===== config.mk =====
export PLATFORM = sky130hd
export DESIGN_NAME = urxf_rsp_queue
export DESIGN_NICKNAME = d
export VERILOG_FILES = /design/src/urxf_pkg.sv /design/src/urxf_rsp_queue.sv
export SDC_FILE = /design/constraint.sdc
export NUM_CORES = 1
export LEC_CHECK = 0
export BUFFER_PORTS_ARGS = -buffer_cell sky130_fd_sc_hd__buf_2
export CORE_ASPECT_RATIO = 0.75
export CORE_MARGIN = 4
export CORE_UTILIZATION = 55
export CTS_BUF_LIST = sky130_fd_sc_hd__clkbuf_8
export CTS_CLUSTER_DIAMETER = 150
export CTS_CLUSTER_SIZE = 28
export DETAILED_ROUTE_END_ITERATION = 8
export HOLD_SLACK_MARGIN = 0.15
export PLACE_DENSITY_LB_ADDON = 0.15
export SLEW_MARGIN = 30
export SYNTH_ARGS = -nofsm -noshare
export SYNTH_HDL_FRONTEND = slang
export SYNTH_SLANG_ARGS = --single-unit

===== constraint.sdc =====
create_clock -name clock -period 4.3 [get_ports clock]
set_input_delay 0.43 -clock clock [delete_from_list [all_inputs] [get_ports clock]]
set_output_delay 0.43 -clock clock [all_outputs]
set_load 0.03 [all_outputs]

===== src/urxf_pkg.sv =====
// ----------------------------------------------------------------------------
// UART receive framer package
// Shared types, sizes and codes of the idle timeout framer.
// ----------------------------------------------------------------------------
package urxf_pkg;

   localparam int FRAME_BYTES  = 128;
   localparam int QUEUE_FRAMES = 4;
   localparam int SLOTS        = QUEUE_FRAMES + 1;
   localparam int SLOT_W       = (SLOTS > 1) ? $clog2(SLOTS) : 1;
   localparam int FILL_W       = $clog2(FRAME_BYTES + 1);
   localparam int OFF_W        = (FRAME_BYTES > 1) ? $clog2(FRAME_BYTES) : 1;
   localparam int ADDR_W       = $clog2(SLOTS * FRAME_BYTES);
   localparam int QCNT_W       = $clog2(QUEUE_FRAMES + 1);
   localparam int CMDQ_DEPTH   = 2;
   localparam int RSP_DEPTH    = 4;
   localparam int RSP_PTR_W    = $clog2(RSP_DEPTH);
   localparam int RSP_CNT_W    = $clog2(RSP_DEPTH + 1);

   localparam logic [15:0] IDLE_TICKS_RESET  = 16'd300;
   localparam logic        SHARED_LINE_RESET = 1'b1;

   localparam logic [2:0] OP_BYTE     = 3'd0;
   localparam logic [2:0] OP_TICK     = 3'd1;
   localparam logic [2:0] OP_TX_BEGIN = 3'd2;
   localparam logic [2:0] OP_TX_END   = 3'd3;
   localparam logic [2:0] OP_REARM    = 3'd4;
   localparam logic [2:0] OP_FETCH    = 3'd5;

   localparam logic REG_SHARED_LINE = 1'b0;
   localparam logic REG_IDLE_TICKS  = 1'b1;

   typedef enum logic [2:0] {
      CMD_BYTE,
      CMD_TICK,
      CMD_TX_BEGIN,
      CMD_TX_END,
      CMD_REARM,
      CMD_FETCH,
      CMD_NONE
   } cmd_type;

   typedef enum logic [1:0] {
      RX_IDLE = 2'd0,
      RX_RECV = 2'd1,
      RX_DONE = 2'd2
   } rx_state_type;

   typedef struct packed {
      logic [2:0] op;
      logic [7:0] data_byte;
   } req_item_type;

   typedef struct packed {
      logic       accepted;
      logic       frame_closed;
      logic       overwrote_oldest;
      logic       out_valid;
      logic [7:0] out_byte;
      logic       out_last;
      logic [7:0] out_length;
      logic [2:0] frames_queued;
      logic [1:0] rx_state;
      logic       tx_busy;
   } rsp_item_type;

   typedef struct packed {
      cmd_type    cmd;
      logic [7:0] data_byte;
   } cmd_item_type;

   typedef struct packed {
      logic        shared_line;
      logic [15:0] idle_ticks;
   } cfg_type;

endpackage


===== src/urxf_rsp_queue.sv =====
// ----------------------------------------------------------------------------
// UART receive framer result queue
// Holds finished results until the consumer pops them.
// ----------------------------------------------------------------------------
module urxf_rsp_queue
   import urxf_pkg::*;
(
   input  logic                 clock,
   input  logic                 reset,
   input  logic                 rsp_push,
   input  rsp_item_type         rsp_in_item,
   output logic [RSP_CNT_W-1:0] rsp_count,
   output logic                 empty,
   input  logic                 pop,
   output rsp_item_type         rsp_item
);

   rsp_item_type           entry_ff [RSP_DEPTH];
   logic [RSP_PTR_W-1:0]   wr_ptr_ff, wr_ptr_in;
   logic [RSP_PTR_W-1:0]   rd_ptr_ff, rd_ptr_in;
   logic [RSP_CNT_W-1:0]   count_ff, count_in;
   logic                   do_pop;

   assign empty     = (count_ff == '0);
   assign rsp_count = count_ff;
   assign rsp_item  = entry_ff[rd_ptr_ff];
   assign do_pop    = pop && !empty;

   always_comb begin
      wr_ptr_in = wr_ptr_ff;
      rd_ptr_in = rd_ptr_ff;
      count_in  = count_ff;
      if (rsp_push) begin
         wr_ptr_in = (wr_ptr_ff == RSP_PTR_W'(RSP_DEPTH - 1)) ? '0 : wr_ptr_ff + 1'b1;
      end
      if (do_pop) begin
         rd_ptr_in = (rd_ptr_ff == RSP_PTR_W'(RSP_DEPTH - 1)) ? '0 : rd_ptr_ff + 1'b1;
      end
      if (rsp_push && !do_pop) begin
         count_in = count_ff + 1'b1;
      end else if (do_pop && !rsp_push) begin
         count_in = count_ff - 1'b1;
      end
   end

   always_ff @(posedge clock) begin
      if (reset) begin
         wr_ptr_ff <= '0;
         rd_ptr_ff <= '0;
         count_ff  <= '0;
      end else begin
         wr_ptr_ff <= wr_ptr_in;
         rd_ptr_ff <= rd_ptr_in;
         count_ff  <= count_in;
      end
   end

   always_ff @(posedge clock) begin
      if (rsp_push) begin
         entry_ff[wr_ptr_ff] <= rsp_in_item;
      end
   end

endmodule

==> qor.txt <==
f_max - 425.8 MHz
DRT Wirelength - 7.012 mm
most frequent cells in the layout - edfxtp_1, buf_2, mux4_2
number of diodes - 0
Pwr Density - 591.0 mW/mm^2
Yosys reg bits - 117
die width - 111.2 microns
grt met3 use - 6.914%
Syn Inst Count - 184
Row Count - 27
first-pass GRT wire length - 11.40 mm
largest net degree at the start of global routing - 28
total CTS buffers - 17
IO Pins - 62
CP Capture Type - output pin
CTS Sinks - 117
Worst-Margin Slew - 531.1 ps
drt pass-1 iters - 4
Most Used Layer, Global Route - met2
critical path arrival - 1920 ps
routed vias/inst - 5.353
CTS tree - built
Seq/Total Area, Yosys - 77.93%
CTS root buf - clkbuf_8
Hold Path Class - primary input to register
Clk Latency, worst-skew pair - 400 ps
clk slew on worst S/H paths - 70 ps
GPL Wtd Cong - 0.7043
type of origin of the critical path - register
reg-to-reg critical path startpoint - rsp_count[1]
RSZ-0062 raised after global routing - no
setup repair bufs after CTS - 0
final worst-path cycle share - 54.62%
maxcap violations - 0
CP max FO - 27
FF-to-FF End - rsp_count[2]
Total Power - 3.090 mW
nets - 301
final setup TNS - 0 ps
cts repair resizes - 0
Final Skew - 6.055 ps
yosys synthesis warning count - 0
Critical Path RT - 3870 ps
Mapped Nets - 222
vias in the first global route - 2214
hold slack - 237.3 ps
Overflow after GRT - 0
Syn Area/Cell - 23.87 sq um
worst setup path endpoint - rsp_item[24]
flop2flop setup slack - 2240 ps
final hold vios - 0
antenna violations before repair - 0
Area Growth Syn to Fin - 19.03%
hold_sp - rsp_in_item[7]
Core Footprint - 0.007567 sq mm
Worst Reg-to-Reg Cells - 7
pre-CTS WS - 2030 ps
Final min period - 2349 ps
die height - 85.40 microns
DP HPWL - 4.415 mm
Max IR drop VDD - 341.6 uV
maximum clock insertion buffer count - 2
Post-CTS Hold Fix Bufs - 0
slew margin rel. - 64.59%
Final Max Tran Viols - 0
input/output buffers - 61
WL/cell - 18.60 microns
GR Util met2 - 25.45%
Total GRT Usage - 16.14%
status - complete, no violations
DIE AREA - 0.009496 sq mm
vias after detailed routing - 2018
initial DRC count - 118
Initial Utilization - 58.05%
Final WS setup - 1951 ps
Setup violations, final - 0
fraction of layout instances using a drive strength above 1 - 41.30%
H-tree level count - 4
Post-Synthesis Cell Area - 0.004393 sq mm
Residual DRC - 0
Synth cell types - 20
Leakage Power - 1.863 nW
Post-DRT Antenna Nets - 0
GR Util met1 - 20.54%
critical path type - register to output pin
most common cell after layout, fill and taps aside - edfxtp_1
power breakdown:
| part | switching [mW] | internal (mW) |
|---|---|---|
| clock network | 0.398 | 0.674 |
| logic | 0.360 | 0.257 |
| registers | 0.0862 | 1.32 |
| total | 0.844 | 2.25 |
area by class of cell:
class | instances | area, sq um
multi-input cells | 58 | 892.1
flip-flops and latches | 117 | 3427
clock inverters | 15 | 195.2
fillers | 499 | 2338
inverters | 3 | 11.26
well taps | 101 | 126.4
clock buffers | 17 | 234.0
repair buffers | 66 | 342.8
worst max-delay path, cell delays in order (launching register included):
cell,delay (ps)
dfxtp_4,680
mux4_2,620
buf_2,200
metal layers:
metal / part of all wire (%) / vias up
met5: 0 / -
met4: 0.66 / 0
met3: 5.5 / 5
met2: 49 / 52
met1: 45 / 1031
li1: - / 930
worst min path at each step:
stage	end	slack [ps]	cells after the start
final	entry_ff[2][7]	240	1
after global routing	entry_ff[1][0]	210	1
after CTS	entry_ff[1][0]	210	1
after detailed placement	register	480	2
after global placement	register	480	2
after floorplan	register	460	2
logic make-up after synthesis:
| family | after synthesis | synth area share, % |
|---|---|---|
| adder cells (fa/ha/maj) | 7 | 2.165 |
| multiplexers | 31 | 15.35 |
| flip-flops | 117 | 77.93 |
| buffers and inverters | 9 | 1.766 |
| AO/OA/AOI/OAI | 4 | 0.8259 |
| AND/OR/NAND/NOR | 14 | 1.566 |
| XOR/XNOR | 2 | 0.3988 |
stage by stage:
| step | std cells | cell area [sq um] | utilization (%) |
|---|---|---|---|
| after global routing | 377 | 5229 | 69.10 |
| after CTS | 377 | 5226 | 69.06 |
| final | 377 | 5229 | 69.10 |
| after global placement | 345 | 4797 | 63.39 |
| after floorplan | 184 | 4393 | - |
| after detailed placement | 345 | 4797 | 63.39 |
registers in the layout, summed over array words and instances (netlist names), named ones only:
signal and cells:
rsp_count 3, rd_ptr_ff 2, entry_ff 108, wr_ptr_ff 2
cell usage after synthesis:
cell / instances / share of area, %
edfxtp_1: 108 / 74
mux4_2: 20 / 10
dfxtp_1: 9 / 4.1
mux4_1: 7 / 4.2
ha_1: 6 / 1.7
nor2_1: 6 / 0.51
and2_1: 4 / 0.57
mux2i_1: 4 / 0.91
buf_2: 3 / 0.34
inv_1: 3 / 0.26
a21oi_1: 2 / 0.23
buf_12: 2 / 0.91
or3_1: 2 / 0.28
xor2_1: 2 / 0.40
buf_6: 1 / 0.26
fa_1: 1 / 0.46
nand2_1: 1 / 0.085
nor3_1: 1 / 0.11
o21ai_0: 1 / 0.11
o31ai_4: 1 / 0.48
Power figures use the tool's default switching activity.
