`src/urxf_pkg.sv`:
```
// ----------------------------------------------------------------------------
// UART receive framer package
// Shared types, sizes and codes of the idle timeout framer.
// ----------------------------------------------------------------------------
package urxf_pkg;

   localparam int FRAME_BYTES  = 128;
   localparam int QUEUE_FRAMES = 4;
   localparam int SLOTS        = QUEUE_FRAMES + 1;
   localparam int SLOT_W       = (SLOTS > 1) ? $clog2(SLOTS) : 1;
   localparam int FILL_W       = $clog2(FRAME_BYTES + 1);
   localparam int OFF_W        = (FRAME_BYTES > 1) ? $clog2(FRAME_BYTES) : 1;
   localparam int ADDR_W       = $clog2(SLOTS * FRAME_BYTES);
   localparam int QCNT_W       = $clog2(QUEUE_FRAMES + 1);
   localparam int CMDQ_DEPTH   = 2;
   localparam int RSP_DEPTH    = 4;
   localparam int RSP_PTR_W    = $clog2(RSP_DEPTH);
   localparam int RSP_CNT_W    = $clog2(RSP_DEPTH + 1);

   localparam logic [15:0] IDLE_TICKS_RESET  = 16'd300;
   localparam logic        SHARED_LINE_RESET = 1'b1;

   localparam logic [2:0] OP_BYTE     = 3'd0;
   localparam logic [2:0] OP_TICK     = 3'd1;
   localparam logic [2:0] OP_TX_BEGIN = 3'd2;
   localparam logic [2:0] OP_TX_END   = 3'd3;
   localparam logic [2:0] OP_REARM    = 3'd4;
   localparam logic [2:0] OP_FETCH    = 3'd5;

   localparam logic REG_SHARED_LINE = 1'b0;
   localparam logic REG_IDLE_TICKS  = 1'b1;

   typedef enum logic [2:0] {
      CMD_BYTE,
      CMD_TICK,
      CMD_TX_BEGIN,
      CMD_TX_END,
      CMD_REARM,
      CMD_FETCH,
      CMD_NONE
   } cmd_type;

   typedef enum logic [1:0] {
      RX_IDLE = 2'd0,
      RX_RECV = 2'd1,
      RX_DONE = 2'd2
   } rx_state_type;

   typedef struct packed {
      logic [2:0] op;
      logic [7:0] data_byte;
   } req_item_type;

   typedef struct packed {
      logic       accepted;
      logic       frame_closed;
      logic       overwrote_oldest;
      logic       out_valid;
      logic [7:0] out_byte;
      logic       out_last;
      logic [7:0] out_length;
      logic [2:0] frames_queued;
      logic [1:0] rx_state;
      logic       tx_busy;
   } rsp_item_type;

   typedef struct packed {
      cmd_type    cmd;
      logic [7:0] data_byte;
   } cmd_item_type;

   typedef struct packed {
      logic        shared_line;
      logic [15:0] idle_ticks;
   } cfg_type;

endpackage

```
`src/urxf_front.sv`:
```
// ----------------------------------------------------------------------------
// UART receive framer front end
// Accepts items, decodes the operation code and queues the commands.
// ----------------------------------------------------------------------------
module urxf_front
   import urxf_pkg::*;
(
   input  logic         clock,
   input  logic         reset,
   input  logic         push,
   output logic         full,
   input  req_item_type req_item,
   output logic         cmd_valid,
   output cmd_item_type cmd_item,
   input  logic         cmd_pop
);

   localparam int PTR_W = (CMDQ_DEPTH > 1) ? $clog2(CMDQ_DEPTH) : 1;
   localparam int CNT_W = $clog2(CMDQ_DEPTH + 1);

   cmd_item_type             entry_ff [CMDQ_DEPTH];
   logic [PTR_W-1:0]         wr_ptr_ff, wr_ptr_in;
   logic [PTR_W-1:0]         rd_ptr_ff, rd_ptr_in;
   logic [CNT_W-1:0]         count_ff, count_in;
   cmd_item_type             decoded;
   logic                     do_push;
   logic                     do_pop;

   always_comb begin
      decoded.data_byte = req_item.data_byte;
      case (req_item.op)
         OP_BYTE:     decoded.cmd = CMD_BYTE;
         OP_TICK:     decoded.cmd = CMD_TICK;
         OP_TX_BEGIN: decoded.cmd = CMD_TX_BEGIN;
         OP_TX_END:   decoded.cmd = CMD_TX_END;
         OP_REARM:    decoded.cmd = CMD_REARM;
         OP_FETCH:    decoded.cmd = CMD_FETCH;
         default:     decoded.cmd = CMD_NONE;
      endcase
   end

   assign full      = (count_ff == CNT_W'(CMDQ_DEPTH));
   assign cmd_valid = (count_ff != '0);
   assign cmd_item  = entry_ff[rd_ptr_ff];
   assign do_push   = push && !full;
   assign do_pop    = cmd_pop && cmd_valid;

   always_comb begin
      wr_ptr_in = wr_ptr_ff;
      rd_ptr_in = rd_ptr_ff;
      count_in  = count_ff;
      if (do_push) begin
         wr_ptr_in = (wr_ptr_ff == PTR_W'(CMDQ_DEPTH - 1)) ? '0 : wr_ptr_ff + 1'b1;
      end
      if (do_pop) begin
         rd_ptr_in = (rd_ptr_ff == PTR_W'(CMDQ_DEPTH - 1)) ? '0 : rd_ptr_ff + 1'b1;
      end
      if (do_push && !do_pop) begin
         count_in = count_ff + 1'b1;
      end else if (do_pop && !do_push) begin
         count_in = count_ff - 1'b1;
      end
   end

   always_ff @(posedge clock) begin
      if (reset) begin
         wr_ptr_ff <= '0;
         rd_ptr_ff <= '0;
         count_ff  <= '0;
      end else begin
         wr_ptr_ff <= wr_ptr_in;
         rd_ptr_ff <= rd_ptr_in;
         count_ff  <= count_in;
      end
   end

   always_ff @(posedge clock) begin
      if (do_push) begin
         entry_ff[wr_ptr_ff] <= decoded;
      end
   end

endmodule

```
`config.mk`:
```
export PLATFORM = sky130hd
export DESIGN_NAME = urxf_front
export DESIGN_NICKNAME = d
export VERILOG_FILES = /design/src/urxf_pkg.sv /design/src/urxf_front.sv
export SDC_FILE = /design/constraint.sdc
export NUM_CORES = 1
export LEC_CHECK = 0
export ABC_AREA = 1
export BUFFER_PORTS_ARGS = -buffer_cell sky130_fd_sc_hd__buf_2
export CAP_MARGIN = 40
export CORE_MARGIN = 4
export CORE_UTILIZATION = 45
export CTS_BUF_LIST = sky130_fd_sc_hd__clkbuf_8 sky130_fd_sc_hd__clkbuf_16
export DETAILED_ROUTE_END_ITERATION = 16
export GPL_ROUTABILITY_DRIVEN = 0
export PLACE_DENSITY = 0.73
export SKIP_CTS_REPAIR_TIMING = 1
export SYNTH_ARGS = -nofsm -noshare
export SYNTH_HDL_FRONTEND = slang
export SYNTH_SLANG_ARGS = --single-unit
export TNS_END_PERCENT = 50
```
`constraint.sdc`:
```
create_clock -name clock -period 1.46 [get_ports clock]
set_input_delay 0.292 -clock clock [delete_from_list [all_inputs] [get_ports clock]]
set_output_delay 0.292 -clock clock [all_outputs]
set_load 0.1 [all_outputs]
```
==> results.rst <==
.. list-table::
   :header-rows: 1

   * - Metric
     - Value
   * - Outcome
     - finished, violations left
   * - Violated checks
     - negative setup slack
   * - Cts bufs inserted
     - 3
   * - Fmax
     - 634 MHz
   * - Remaining routing DRC violations
     - 0
   * - Buf/Inv on CP
     - 2
   * - Maximum count of clock buffers along a single path
     - 2
   * - Kind of critical path
     - reg2out
   * - Area of all sequential standard cells
     - 764 um2
   * - Aggregate routed wire length
     - 1930 um
   * - Place WS
     - 0.0357 ns
   * - Sum of negative setup slack
     - -1.12 ns
   * - Via count of the first global-routing pass
     - 675
   * - Max-Slew Margin vs Limit
     - 0.823
   * - Measured slew at the worst slew-check pin
     - 0.265 ns
   * - Antenna cells
     - 0
   * - Clock power share
     - 0.111
   * - Sum of net half-perimeters after detailed placement
     - 1190 um
   * - DIE HEIGHT
     - 56.3 um
   * - Share of the cycle needed by the critical path after routing
     - 1.08
   * - Port Buffers
     - 27
   * - Critical R2R Launch
     - count_ff[1]
   * - CP cell instances
     - clkbuf_16 -> mux2_4 -> buf_12
   * - First-pass GRT wire length
     - 2820 um
   * - Number of register bits inferred by synthesis
     - 27
   * - H-Tree Level Count
     - 1
   * - Clk Latency, worst-skew pair
     - 0.26 ns
   * - Clock sink count
     - 27
   * - Drt wl/cell
     - 14.3 um
   * - Data arrival time of the worst path
     - 1.29 ns
   * - Reg clk slew, reported paths
     - 0.09 ns
   * - Power density normalized to cell area
     - 2230 nW/um2
   * - Number of antenna violations at the first check in global routing
     - 0
   * - Final setup violating endpoints
     - 11
   * - Delay-heaviest family, CP
     - flip-flops
   * - Clock Tree Root
     - sky130_fd_sc_hd__clkbuf_8
   * - Dominant cell by count in the synthesized netlist
     - sky130_fd_sc_hd__edfxtp_1
   * - Number of DRC markers after the initial detailed-route iteration
     - 11
   * - Fraction of registers with async set or reset after synthesis
     - 0
   * - Worst hold-check slack
     - 0.214 ns
   * - Most frequently used flop master after synthesis
     - sky130_fd_sc_hd__edfxtp_1
   * - Final antenna-violating net count
     - 0
   * - Total gr overflow
     - 0
   * - Net switching power of the design
     - 1550 uW
   * - Post-synthesis cell type with the largest combined area
     - sky130_fd_sc_hd__edfxtp_1
   * - Kind of path behind the tightest hold check
     - in2reg
   * - Core Footprint
     - 2210 um2
   * - Pin count of the biggest net entering global routing
     - 15
   * - Worst hold path stage count
     - 1
   * - Pre-antenna DRT Iters
     - 4
   * - Portion of total power attributed to combinational logic
     - 0.585
   * - Hold endpoint
     - entry_ff[0][2]
   * - TritonCTS clock tree
     - built
   * - Final max-slew violation count
     - 0
   * - Number of cells produced by synthesis
     - 74
   * - Cell types with the largest area share after synthesis
     - sky130_fd_sc_hd__edfxtp_1 (63%), sky130_fd_sc_hd__mux2_2 (12%), sky130_fd_sc_hd__dfxtp_1 (9.5%)
   * - Hold wc startpoint
     - req_item[2]
   * - Data required time at the worst endpoint
     - 1.17 ns
   * - Final critical delay including setup and external delays
     - 1.58 ns
   * - MaxCap Viol Count
     - 0
   * - Number of synthesized flops with an enable pin
     - 22
   * - Worst reg2reg path endpoint
     - count_ff[1]
   * - Internal power
     - 1940 uW
   * - Final layout net count
     - 124
   * - Routed via count divided by cell count
     - 4.79
   * - Top-level port count
     - 28
   * - Worst Path Max Fanout
     - 5
   * - Area share of the leading cell type in the synthesized netlist
     - 0.629
   * - Commonest cells in the synthesized netlist
     - sky130_fd_sc_hd__edfxtp_1 (22), sky130_fd_sc_hd__mux2_2 (11), sky130_fd_sc_hd__nor2_1 (8)
   * - Layout area overhead
     - 49.3%
   * - Area of the multi-input gates
     - 297 um2
   * - Mean instance size in the synthesized netlist
     - 14.2 um2
   * - Switching portion of total power
     - 0.443
   * - Net count of the mapped netlist
     - 90
   * - Initial cell density of the core
     - 0.475
   * - Critical path's slowest cell
     - sky130_fd_sc_hd__dfxtp_4
   * - Sequential share of power
     - 0.304
   * - Biggest cell delay along the critical path
     - 0.38 ns
   * - Setup crit end kind
     - output port
   * - Proportion of layout cells with a drive suffix above 1
     - 0.495
   * - Slack of the critical path
     - -0.117 ns
   * - Setup crit start kind
     - register
   * - Number of different library cells in the post-synthesis netlist
     - 16
   * - Global-route usage over all layers
     - 0.111
   * - Cell leakage power
     - 0.000657 uW
   * - Area of the die
     - 3170 um2
   * - Layout filler cell count
     - 149
   * - Width of the die
     - 56.3 um
   * - Combined area of all synthesized cells
     - 1050 um2
   * - Share of synthesized area occupied by flip-flops and latches
     - 0.724
   * - Worst R2R Setup Slack
     - 0.06 ns
   * - Total Power Consumption
     - 3490 uW
   * - Setup repair after global routing missed its margin
     - yes
   * - Cell row count
     - 17
   * - Routed vias
     - 647
   * - Worst R2R Path Depth
     - 9
   * - Peak ir drop on the vdd network
     - 0.00215 V
   * - Skew final
     - 0.00990 ns
   * - Final hold viol count
     - 0
   * - Syn. warnings
     - 0
[worst register-to-register path, cell delays in order (launching register included)]
cell	delay [ns]
sky130_fd_sc_hd__dfxtp_1	0.35
sky130_fd_sc_hd__inv_2	0.08
sky130_fd_sc_hd__o21ai_2	0.21
sky130_fd_sc_hd__inv_1	0.09
sky130_fd_sc_hd__ha_1	0.30
sky130_fd_sc_hd__inv_2	0.07
sky130_fd_sc_hd__nand3_1	0.07
sky130_fd_sc_hd__nand2_1	0.06
sky130_fd_sc_hd__inv_1	0.04
sky130_fd_sc_hd__nor2_1	0.08
[area by class of cell]
class / instances / area share
Tap cell: 28 / 0.0223
Timing Repair Buffer: 32 / 0.254
Clock inverter: 1 / 0.00239
Multi-Input combinational cell: 36 / 0.189
Sequential cell: 27 / 0.487
Clock buffer: 3 / 0.0263
Inverter: 8 / 0.0191
[worst max-delay path by stage]
stage                   endpoint  slack [ns]  cells after the start
finish              cmd_item[10]       -0.12                      3
global route         cmd_item[8]       -0.16                      3
CTS                  cmd_item[5]       -0.23                      3
detailed placement   count_ff[1]        0.04                      9
global placement    cmd_item[10]        0.06                      3
floorplan                   full       -0.03                      2
[cell families (layout without fill, tap and decap cells)]
| logic type | Yosys count | in the layout | synth area share |
|---|---|---|---|
| AO/OA/AOI/OAI | 6 | 6 | 0.0345 |
| adder cells (fa/ha/maj) | 1 | 1 | 0.0119 |
| multiplexers | 11 | 11 | 0.118 |
| AND/OR/NAND/NOR | 18 | 18 | 0.0691 |
| buffers and inverters | 11 | 44 | 0.0429 |
| flip-flops | 27 | 27 | 0.724 |
[power by group through the flow]
stage / sequential, uW / combinational [uW] / clock, uW
after floorplan: 1040 / 1260 / 0
after global placement: 1050 / 1580 / 0
after detailed placement: 1060 / 1590 / 0
after CTS: 1040 / 1600 / 405
after global routing: 1070 / 2130 / 443
final: 1060 / 2040 / 386
[metrics by stage]
stage	std cells	utilization	instance area, um2
floorplan	74	-	1060
detailed placement	129	0.579	1280
CTS	133	0.600	1330
global placement	129	0.579	1280
finish	135	0.709	1570
global route	135	0.709	1570
[flip-flops by register name, indices dropped and copies added (netlist names), named ones only]
| name | flops |
|---|---|
| count_ff | 2 |
| entry_ff | 22 |
| rd_ptr_ff | 1 |
| wr_ptr_ff | 1 |
[routing by layer]
layer | vias up | share of wire | GRT usage
met3 | 0 | 0.053 | 0.0161
met2 | 19 | 0.54 | 0.199
met1 | 304 | 0.40 | 0.133
met4 | 0 | 0 | 0.0407
met5 | - | 0 | 0
li1 | 324 | - | -
[placed cells by master (no fill, tap or decap), drive strengths merged]
master,n
a21boi,1
a21oi,2
buf,31
clkbuf,4
dfxtp,5
edfxtp,22
ha,1
inv,9
mux2,11
nand2,7
nand3,2
nand4,1
nor2,8
o21ai,3
Note: power is estimated with default switching activity, not from simulation.
